===== src/hdl/dstk_pkg.sv =====
// ----------------------------------------------------------------------------
// dstk_pkg
// Shared types and constants of the data stack unit.
// ----------------------------------------------------------------------------
`default_nettype none

package dstk_pkg;

  localparam int STACK_DEPTH = 512;
  localparam int ADDR_W      = $clog2(STACK_DEPTH);
  localparam int DEPTH_W     = $clog2(STACK_DEPTH + 1);
  localparam int DATA_W      = 32;
  localparam int OP_W        = 3;
  localparam int ERR_W       = 2;
  localparam int DEPTH_OUT_W = 10;

  localparam logic [DEPTH_W-1:0] DEPTH_ONE = DEPTH_W'(1);
  localparam logic [DEPTH_W-1:0] DEPTH_TWO = DEPTH_W'(2);
  localparam logic [DEPTH_W-1:0] DEPTH_MAX = DEPTH_W'(STACK_DEPTH);

  typedef enum logic [OP_W-1:0] {
    OP_PUSH = 3'd0,
    OP_POP  = 3'd1,
    OP_ADD  = 3'd2,
    OP_SUB  = 3'd3,
    OP_SHL  = 3'd4,
    OP_SHR  = 3'd5,
    OP_DUP  = 3'd6,
    OP_SWAP = 3'd7
  } op_t;

  typedef enum logic [ERR_W-1:0] {
    ERR_NONE  = 2'd0,
    ERR_UNDER = 2'd1,
    ERR_OVER  = 2'd2
  } err_t;

  typedef struct packed {
    logic [DATA_W-1:0]      popped_value;
    err_t                   error;
    logic [DEPTH_OUT_W-1:0] depth_after;
  } res_t;

endpackage

`default_nettype wire


===== src/hdl/dstk_if.sv =====
// ----------------------------------------------------------------------------
// dstk_in_if / dstk_out_if
// Valid/ready channels of the data stack unit.
// ----------------------------------------------------------------------------
`default_nettype none

interface dstk_in_if
  import dstk_pkg::*;
  ();
  logic              valid;
  logic              ready;
  logic [OP_W-1:0]   op;
  logic [DATA_W-1:0] value;

  modport source (output valid, output op, output value, input ready);
  modport sink   (input valid, input op, input value, output ready);
endinterface


`default_nettype wire


===== src/hdl/dstk_seq.sv =====
// ----------------------------------------------------------------------------
// dstk_seq
// Operation sequencer: reads the two top entries, computes, writes back.
// ----------------------------------------------------------------------------
`default_nettype none

module dstk_seq
  import dstk_pkg::*;
(
  input  wire logic              clk,
  input  wire logic              rst_n,
  dstk_in_if.sink                in_chan,
  // stack memory
  output logic                   mem_we,
  output logic [ADDR_W-1:0]      mem_waddr,
  output logic [DATA_W-1:0]      mem_wdata,
  output logic                   mem_re,
  output logic [ADDR_W-1:0]      mem_raddr_a,
  output logic [ADDR_W-1:0]      mem_raddr_b,
  input  wire logic [DATA_W-1:0] mem_rdata_a,
  input  wire logic [DATA_W-1:0] mem_rdata_b,
  // result to output register
  input  wire logic              res_ready,
  output logic                   res_valid,
  output res_t                   res
);

  typedef enum logic [2:0] {
    S_IDLE  = 3'b001,
    S_EXEC  = 3'b010,
    S_SWAP2 = 3'b100
  } state_t;

  state_t              state_r, state_nxt;
  logic [DEPTH_W-1:0]  depth_r, depth_nxt;
  op_t                 op_r, op_nxt;
  logic [DATA_W-1:0]   value_r, value_nxt;

  logic                accept;
  logic [DEPTH_W-1:0]  need;
  logic                under;
  logic                over;
  logic [DATA_W-1:0]   top_a;
  logic [DATA_W-1:0]   sec_b;
  logic [DATA_W-1:0]   alu;
  logic                big_shift;

  assign accept    = in_chan.valid && in_chan.ready;
  assign in_chan.ready = (state_r == S_IDLE);

  // top entry is a, the one below is b
  assign top_a     = mem_rdata_a;
  assign sec_b     = mem_rdata_b;
  assign big_shift = |top_a[DATA_W-1:5];

  always_comb begin
    case (op_r)
      OP_ADD:  alu = sec_b + top_a;
      OP_SUB:  alu = sec_b - top_a;
      OP_SHL:  alu = big_shift ? '0 : (sec_b << top_a[4:0]);
      OP_SHR:  alu = big_shift ? '0 : (sec_b >> top_a[4:0]);
      default: alu = '0;
    endcase
  end

  always_comb begin
    case (op_r)
      OP_PUSH:        need = '0;
      OP_POP, OP_DUP: need = DEPTH_ONE;
      default:        need = DEPTH_TWO;
    endcase
  end

  assign under = (depth_r < need);
  assign over  = ((op_r == OP_PUSH) || (op_r == OP_DUP)) && (depth_r >= DEPTH_MAX);

  // reads of the top pair go out with the accepted beat
  assign mem_re      = accept;
  assign mem_raddr_a = ADDR_W'(depth_r - DEPTH_ONE);
  assign mem_raddr_b = ADDR_W'(depth_r - DEPTH_TWO);

  always_comb begin
    state_nxt  = state_r;
    depth_nxt  = depth_r;
    op_nxt     = op_r;
    value_nxt  = value_r;
    mem_we     = 1'b0;
    mem_waddr  = ADDR_W'(depth_r);
    mem_wdata  = value_r;
    res_valid  = 1'b0;
    res.popped_value = '0;
    res.error        = ERR_NONE;
    res.depth_after  = DEPTH_OUT_W'(depth_r);

    case (state_r)
      S_IDLE: begin
        if (accept) begin
          op_nxt    = op_t'(in_chan.op);
          value_nxt = in_chan.value;
          state_nxt = S_EXEC;
        end
      end

      S_EXEC: begin
        if (res_ready) begin
          res_valid = 1'b1;
          state_nxt = S_IDLE;
          if (under) begin
            depth_nxt = '0;
            res.error = ERR_UNDER;
          end else if (over) begin
            res.error = ERR_OVER;
          end else begin
            case (op_r)
              OP_PUSH: begin
                mem_we    = 1'b1;
                depth_nxt = depth_r + DEPTH_ONE;
              end
              OP_POP: begin
                res.popped_value = top_a;
                depth_nxt        = depth_r - DEPTH_ONE;
              end
              OP_DUP: begin
                mem_we    = 1'b1;
                mem_wdata = top_a;
                depth_nxt = depth_r + DEPTH_ONE;
              end
              OP_SWAP: begin
                mem_we    = 1'b1;
                mem_waddr = ADDR_W'(depth_r - DEPTH_ONE);
                mem_wdata = sec_b;
                state_nxt = S_SWAP2;
              end
              default: begin
                mem_we    = 1'b1;
                mem_waddr = ADDR_W'(depth_r - DEPTH_TWO);
                mem_wdata = alu;
                depth_nxt = depth_r - DEPTH_ONE;
              end
            endcase
          end
          res.depth_after = DEPTH_OUT_W'(depth_nxt);
        end
      end

      S_SWAP2: begin
        // read data still holds the old top; it goes one slot down
        mem_we    = 1'b1;
        mem_waddr = ADDR_W'(depth_r - DEPTH_TWO);
        mem_wdata = top_a;
        state_nxt = S_IDLE;
      end

      default: begin
        state_nxt = S_IDLE;
      end
    endcase
  end

  always_ff @(posedge clk) begin
    if (!rst_n) begin
      state_r <= S_IDLE;
      depth_r <= '0;
    end else begin
      state_r <= state_nxt;
      depth_r <= depth_nxt;
    end
  end

  always_ff @(posedge clk) begin
    op_r    <= op_nxt;
    value_r <= value_nxt;
  end

endmodule

`default_nettype wire


===== src/flat_wrapper.sv =====
// flat-port wrapper written by rule: the top's interface ports become plain ports
module dstk_seq_flat import dstk_pkg::*;
  (clk, rst_n, mem_we, mem_waddr, mem_wdata, mem_re, mem_raddr_a, mem_raddr_b, mem_rdata_a, mem_rdata_b, res_ready, res_valid, res, in_chan_valid, in_chan_op, in_chan_value, in_chan_ready);
  dstk_in_if in_chan_i ();
  input  wire logic clk;
  input  wire logic rst_n;
  output logic mem_we;
  output logic [ADDR_W-1:0] mem_waddr;
  output logic [DATA_W-1:0] mem_wdata;
  output logic mem_re;
  output logic [ADDR_W-1:0] mem_raddr_a;
  output logic [ADDR_W-1:0] mem_raddr_b;
  input  wire logic [DATA_W-1:0] mem_rdata_a;
  input  wire logic [DATA_W-1:0] mem_rdata_b;
  input  wire logic res_ready;
  output logic res_valid;
  output res_t res;
  input wire logic [$bits(in_chan_i.valid)-1:0] in_chan_valid;
  input wire logic [$bits(in_chan_i.op)-1:0] in_chan_op;
  input wire logic [$bits(in_chan_i.value)-1:0] in_chan_value;
  output wire logic [$bits(in_chan_i.ready)-1:0] in_chan_ready;
  assign in_chan_i.valid = in_chan_valid;
  assign in_chan_i.op = in_chan_op;
  assign in_chan_i.value = in_chan_value;
  assign in_chan_ready = in_chan_i.ready;
  dstk_seq u_core (.clk(clk), .rst_n(rst_n), .in_chan(in_chan_i), .mem_we(mem_we), .mem_waddr(mem_waddr), .mem_wdata(mem_wdata), .mem_re(mem_re), .mem_raddr_a(mem_raddr_a), .mem_raddr_b(mem_raddr_b), .mem_rdata_a(mem_rdata_a), .mem_rdata_b(mem_rdata_b), .res_ready(res_ready), .res_valid(res_valid), .res(res));
endmodule

===== config.mk =====
export PLATFORM = sky130hd
export DESIGN_NAME = dstk_seq_flat
export DESIGN_NICKNAME = d
export VERILOG_FILES = /design/src/hdl/dstk_pkg.sv /design/src/hdl/dstk_if.sv /design/src/hdl/dstk_seq.sv /design/src/flat_wrapper.sv
export SDC_FILE = /design/constraint.sdc
export NUM_CORES = 1
export LEC_CHECK = 0
export BUFFER_PORTS_ARGS = -buffer_cell sky130_fd_sc_hd__buf_2
export CORE_ASPECT_RATIO = 2
export CORE_UTILIZATION = 40
export CTS_CLUSTER_SIZE = 20
export DETAILED_ROUTE_END_ITERATION = 16
export GPL_ROUTABILITY_DRIVEN = 0
export PLACE_DENSITY_LB_ADDON = 0.08
export SLEW_MARGIN = 25
export SYNTH_ARGS = -nofsm -noshare
export SYNTH_HDL_FRONTEND = slang
export SYNTH_SLANG_ARGS = --single-unit

===== constraint.sdc =====
create_clock -name clk -period 19.3 [get_ports clk]
set_clock_uncertainty 0.15 [all_clocks]
set_input_delay 3.86 -clock clk [delete_from_list [all_inputs] [get_ports clk]]
set_output_delay 3.86 -clock clk [all_outputs]
set_load 0.02 [all_outputs]

==> results of run 1 <==
-- stage by stage --
stage / instance area (µm²) / util, % / hold WS, ns
after floorplan: 10500 / - / 0.345
after global placement: 11700 / 45.5 / 0.379
after detailed placement: 11700 / 45.5 / 0.390
after CTS: 11900 / 46.1 / 0.400
after global routing: 11900 / 46.2 / 0.443
final: 11900 / 46.3 / 0.403
-- how the worst min path moves through the flow --
stage	endpoint	slack, ns
global placement	u_core.state_r[1]	0.38
global route	u_core.state_r[1]	0.44
finish	u_core.state_r[1]	0.40
floorplan	u_core.state_r[1]	0.34
detailed placement	u_core.state_r[1]	0.39
CTS	u_core.state_r[1]	0.40
-- cell usage after synthesis, types with 6 or more instances --
library cell	instances
nand2_1	201
nor2_1	135
o21ai_0	97
a21oi_1	94
clkbuf_1	75
mux2i_1	65
and2_1	46
mux4_2	42
mux2_2	41
ha_1	40
nand3_1	38
xnor2_1	38
nor3_1	36
edfxtp_1	35
o211ai_1	33
inv_1	31
xor2_1	29
a211oi_1	27
buf_2	23
a21o_1	22
a22oi_1	17
nand4_1	17
a31oi_1	15
o21ai_1	15
o22ai_1	14
dfxtp_1	13
o221ai_1	13
and3_1	12
buf_1	12
nand2b_1	12
o31ai_1	11
a221oi_1	10
a211o_1	9
o21a_1	9
or3_1	9
o21bai_1	7
o2111ai_1	6
-- sequential cells by signal, summed over array words and instances (netlist names) --
signal and count:
u_core.depth_r 10, u_core.op_r 3, u_core.state_r 3, u_core.value_r 32
-- routing by layer --
layer  vias up  global-route usage (%)  routed length, µm
met2      1012                    69.1              26700
li1       5644                       -                  -
met1      6288                    45.6              18600
met3       401                    17.1               6620
met5         -                       0                 12
met4         2                    43.0               7030
-- cell type report --
cell class              count  area [µm²]
multi-input cells        1241        8610
diodes                      6        15.0
flip-flops and latches     48        1310
well taps                 340         425
clock inverters             3        46.3
clock buffers               5         125
fillers                  2820       13800
inverters                  32         120
repair buffers            238        1270
-- cell families after synthesis --
family | count (synthesis) | synth area share [%]
buf+inv | 151 | 6.07
simple gates | 541 | 23.8
fa+ha+maj | 41 | 4.94
xor+xnor | 68 | 5.72
compound gates | 443 | 27.5
mux | 148 | 19.5
flops | 48 | 12.4
-- worst max-delay path: stages --
cell and delay (ns):
buf_4 0.32, buf_4 0.40, inv_1 0.28, ha_1 0.33, or4b_1 0.56, nor3_1 0.33
nand2_1 0.18, nor2_1 0.21, a21oi_1 0.10, xnor2_1 0.17, ha_1 0.44, a21oi_1 0.11
o21ai_0 0.40, and3b_1 0.25, a211oi_1 0.28, o21ai_0 0.11, a21oi_1 0.55, o21ai_1 0.24
buf_2 0.21
-- power breakdown --
part / switching, W / internal (W)
Combinational: 0.000219 / 0.000113
Clock: 0.0000466 / 0.0000618
Sequential: 0.00000613 / 0.000117
Total: 0.000272 / 0.000293
-- layout by cell type, fill, tap and decap left out, drive strengths merged, types with 13 or more instances in the layout --
master,instances
nor2,137
nand4,18
nor3,36
dfxtp,13
xor2,29
o21ai,112
a21oi,95
a31oi,15
inv,33
mux4,42
edfxtp,35
a22oi,17
o211ai,33
a211oi,27
nand3,38
buf,238
nand2,203
ha,40
and2,47
o221ai,13
xnor2,39
mux2i,65
a21o,22
mux2,41
o22ai,14
==> results.cfg, run 1 <==
[outcome]
status = complete, no violations

[drt]
route.vias.total = 13347
viasPerCell = 6.98
avgRoutedWirePerCell_um = 30.8
routed_wl_um = 59000
drcViolationCount = 0
drtPass1Iterations = 5
antenna_left = 0
drt_iter0_drc = 1632

[critical_path]
crit_path_end_kind = output port
cp_max_fo = 46
worstPathRequired_ns = 15.29
r2r_setup_slack_ns = 15.32
r2r_end = u_core.depth_r[4]
rr_worst_depth = 11
worstPathArrival_ns = 9.37
endpoint = mem_wdata[25]
worst-setup-path-type = in -> out
crit_start = mem_rdata_a[1]
cp-start-kind = primary input
r2r_start = u_core.op_r[1]

[floorplanning]
die_h_um = 232
core_area_um2 = 25800
rows = 83
dieWidth_um = 117
num_io_pins = 210
start_util_pct = 40.9
die_area_um2 = 27100

[placement]
post-place-ws_ns = 6.21
io_buffers = 209
hpwl_um = 43400
dp_cells = 1898

[sta]
slew_violations = 0
slew_headroom_pct = 28.8
rsz0062_at_grt = no
setup_slack_ns = 5.92
min_period_over_period_pct = 69.3
worst_pin_slew_ns = 1.06
setup_viol = 0
final_hold_viol_count = 0
finalSetupTns_ns = 0
fmax_ghz = 0.0747
period_needed_ns = 13.38

[clocking]
cts_sinks = 48
cts_buffer_depth = 2
cts_buffers = 5
cts_tree = built
clk_pin_slew_ns = 0.07
cts_setup_buffers = 0
cts_htree_levels = 2
hold_buffers = 0
cts.root.buffer_cell = clkbuf_16
ctsResizeCount = 0
worstSkewPairLatency_ns = 0.31

[global_routing]
grt_overflow = 0
track_usage_pct = 45.0
grt_max_degree = 58
grt_pass1_vias = 12838
antenna_found_initial = 8
grt_pass1_wl_um = 86600

[job]
max-cap-violations = 0

[logic_synthesis]
async_flop_share_pct = 0
netlist_area_um2 = 10500
ys_top_cells_by_area = edfxtp_1 10%, mux4_2 9.0%, nand2_1 7.2%, mux2i_1 6.2%, nor2_1 4.8%
synth_nets = 1584
yosys_warnings = 0
synth-main-ff-cell = edfxtp_1
seq_area_frac_synth_pct = 12.4
synth_cells = 1440
yosys_register_bits = 48
yosysTopAreaCellShare_pct = 9.97
synth_enable_flop_cells = 35
syn_avg_cell_area_um2 = 7.32
synth_cell_types = 88
yosysTopAreaCell = edfxtp_1

[final_layout]
layoutNonFillerInstCount = 1913
drive_above_1_share_pct = 22.6
syn_to_final_growth_pct = 13.0
nets = 1710

[power_and_ir_drop]
power_w = 0.000564
p_leak_nw = 5.04
power_density_nw_per_um2 = 47.4
peakVddDrop_mv = 0.0556

[min_path]
holdPathStages = 1
hp-start = u_core.state_r[2]
hold_path.class = reg -> reg
Note: power is estimated with default switching activity, not from simulation.
==> inputs of run 2 (changes only) <==
clock period = 13.2 ns   (was 19.3 ns; I/O delays follow)
==> results.cfg, run 2 (synthesis results as in run 1) <==
[outcome]
status = complete, no violations

[global_routing]
grt_overflow = 0
grt_pass1_wl_um = 86600
track_usage_pct = 44.8
antenna_found_initial = 8
grt_pass1_vias = 12851
grt_max_degree = 49

[critical_path]
worstPathRequired_ns = 10.41
path_depth = 18
critPathSlowestCell = a21boi_0
slowest_delay_ns = 0.77
path_cells = buf_4 > inv_1 > ha_1 > or4b_1 > nor3_1 > nand2_1 > o31ai_1 > xor2_1 > ha_1 > nand3_1 > o22ai_1 > a21boi_0 > o21ai_0 > o22ai_1 > o31ai_1 > xnor2_1 > o211ai_1 > buf_2
worstPathArrival_ns = 7.93
worst-setup-path-type = in -> out
rr_worst_depth = 11
cp_max_fo = 46
path_buf_inv = 3
crit_path_end_kind = output port
cp-start-kind = primary input
critPathTopFamily = compound AO/OA/AOI/OAI gates
r2r_setup_slack_ns = 9.46

[min_path]
holdPathStages = 1
hold_path.class = reg -> reg

[placement]
post-place-ws_ns = 2.91
hpwl_um = 43800
io_buffers = 209
dp_cells = 1899

[final_layout]
nets = 1710
reg_top3 = u_core.value_r x32, u_core.depth_r x10
drive_above_1_share_pct = 22.6
final_common_cell = buf_2
most-common-layout-cells = 208 x buf_2, 201 x nand2_1, 132 x nor2_1, 97 x o21ai_0, 94 x a21oi_1
layoutNonFillerInstCount = 1914
largest_reg_flops = 32
largest-register = u_core.value_r
syn_to_final_growth_pct = 12.8

[drt]
avgRoutedWirePerCell_um = 30.8
viasPerCell = 6.93
drcViolationCount = 0
route.vias.total = 13271
drt_iter0_drc = 1733
drtPass1Iterations = 9
routed_wl_um = 59000
antenna_left = 0

[job]
max-cap-violations = 0

[sta]
fmax_ghz = 0.0933
finalSetupTns_ns = 0
slew_headroom_pct = 19.4
setup_slack_ns = 2.48
final_hold_viol_count = 0
slew_violations = 0
period_needed_ns = 10.72
worst_pin_slew_ns = 1.20
setup_viol = 0
min_period_over_period_pct = 81.2
rsz0062_at_grt = no

[floorplanning]
die_area_um2 = 27100
num_io_pins = 210
start_util_pct = 40.9
core_area_um2 = 25800
dieWidth_um = 117
die_h_um = 232
rows = 83

[clocking]
cts_htree_levels = 2
hold_buffers = 0
ctsResizeCount = 0
cts.root.buffer_cell = clkbuf_16
cts_sinks = 48
cts_setup_buffers = 0
cts_tree = built
cts_buffers = 5
worstSkewPairLatency_ns = 0.31
cts_buffer_depth = 2
clk_pin_slew_ns = 0.07

[power_and_ir_drop]
peakVddDrop_mv = 0.0993
p_leak_nw = 5.03
power_density_nw_per_um2 = 67.4
run 2: final cells by class:
cell class	instances	area, µm²
clock inverter	3	17.5
multi-input combinational	1241	8610
antenna	7	17.5
timing repair buffer	238	1270
inverter	32	120
fill	2839	13900
tap	340	425
sequential	48	1310
clock buffer	5	125
run 2: power breakdown:
| group | total (W) | leakage [nW] | switching (W) | internal [W] |
|---|---|---|---|---|
| logic | 0.000488 | 4.52 | 0.000322 | 0.000166 |
| registers | 0.000179 | 0.439 | 0.00000728 | 0.000172 |
| clock network | 0.000135 | 0.0717 | 0.0000652 | 0.0000703 |
| total | 0.000802 | 5.03 | 0.000394 | 0.000408 |
run 2: layer usage:
layer | part of all wire (%) | vias to the layer above | global-route usage (%)
li1 | - | 5654 | -
met5 | 0 | - | 1.57
met1 | 32 | 6229 | 46.9
met3 | 10 | 403 | 14.1
met2 | 46 | 985 | 69.2
met4 | 12 | 0 | 42.6
run 2: worst register-to-register path, cell delays in order (launching register included):
cell      delay, ns
edfxtp_1       0.41
buf_4          0.59
nand3b_1       0.25
nand2_1        0.15
ha_1           0.23
nor3_1         0.14
nand3_1        0.12
a21oi_2        0.47
nand2b_1       0.21
buf_4          0.46
o22ai_1        0.24
and2_1         0.21
run 2: metrics by stage:
stage | instance area (µm²) | hold slack [ns] | util (%) | total power (W)
floorplan | 10500 | 0.345 | - | 0.000478
global placement | 11700 | 0.376 | 45.5 | 0.000639
detailed placement | 11700 | 0.389 | 45.5 | 0.000641
CTS | 11900 | 0.409 | 46.1 | 0.000777
global route | 11900 | 0.445 | 46.2 | 0.000833
finish | 11900 | 0.405 | 46.2 | 0.000802
run 2: path summary, 6_finish.rpt:
kind                                         from                end
worst max-delay path               mem_rdata_a[1]      mem_wdata[28]
worst max register to register     u_core.op_r[0]  u_core.depth_r[4]
worst min register to register  u_core.state_r[2]  u_core.state_r[1]
worst min-delay path            u_core.state_r[2]  u_core.state_r[1]
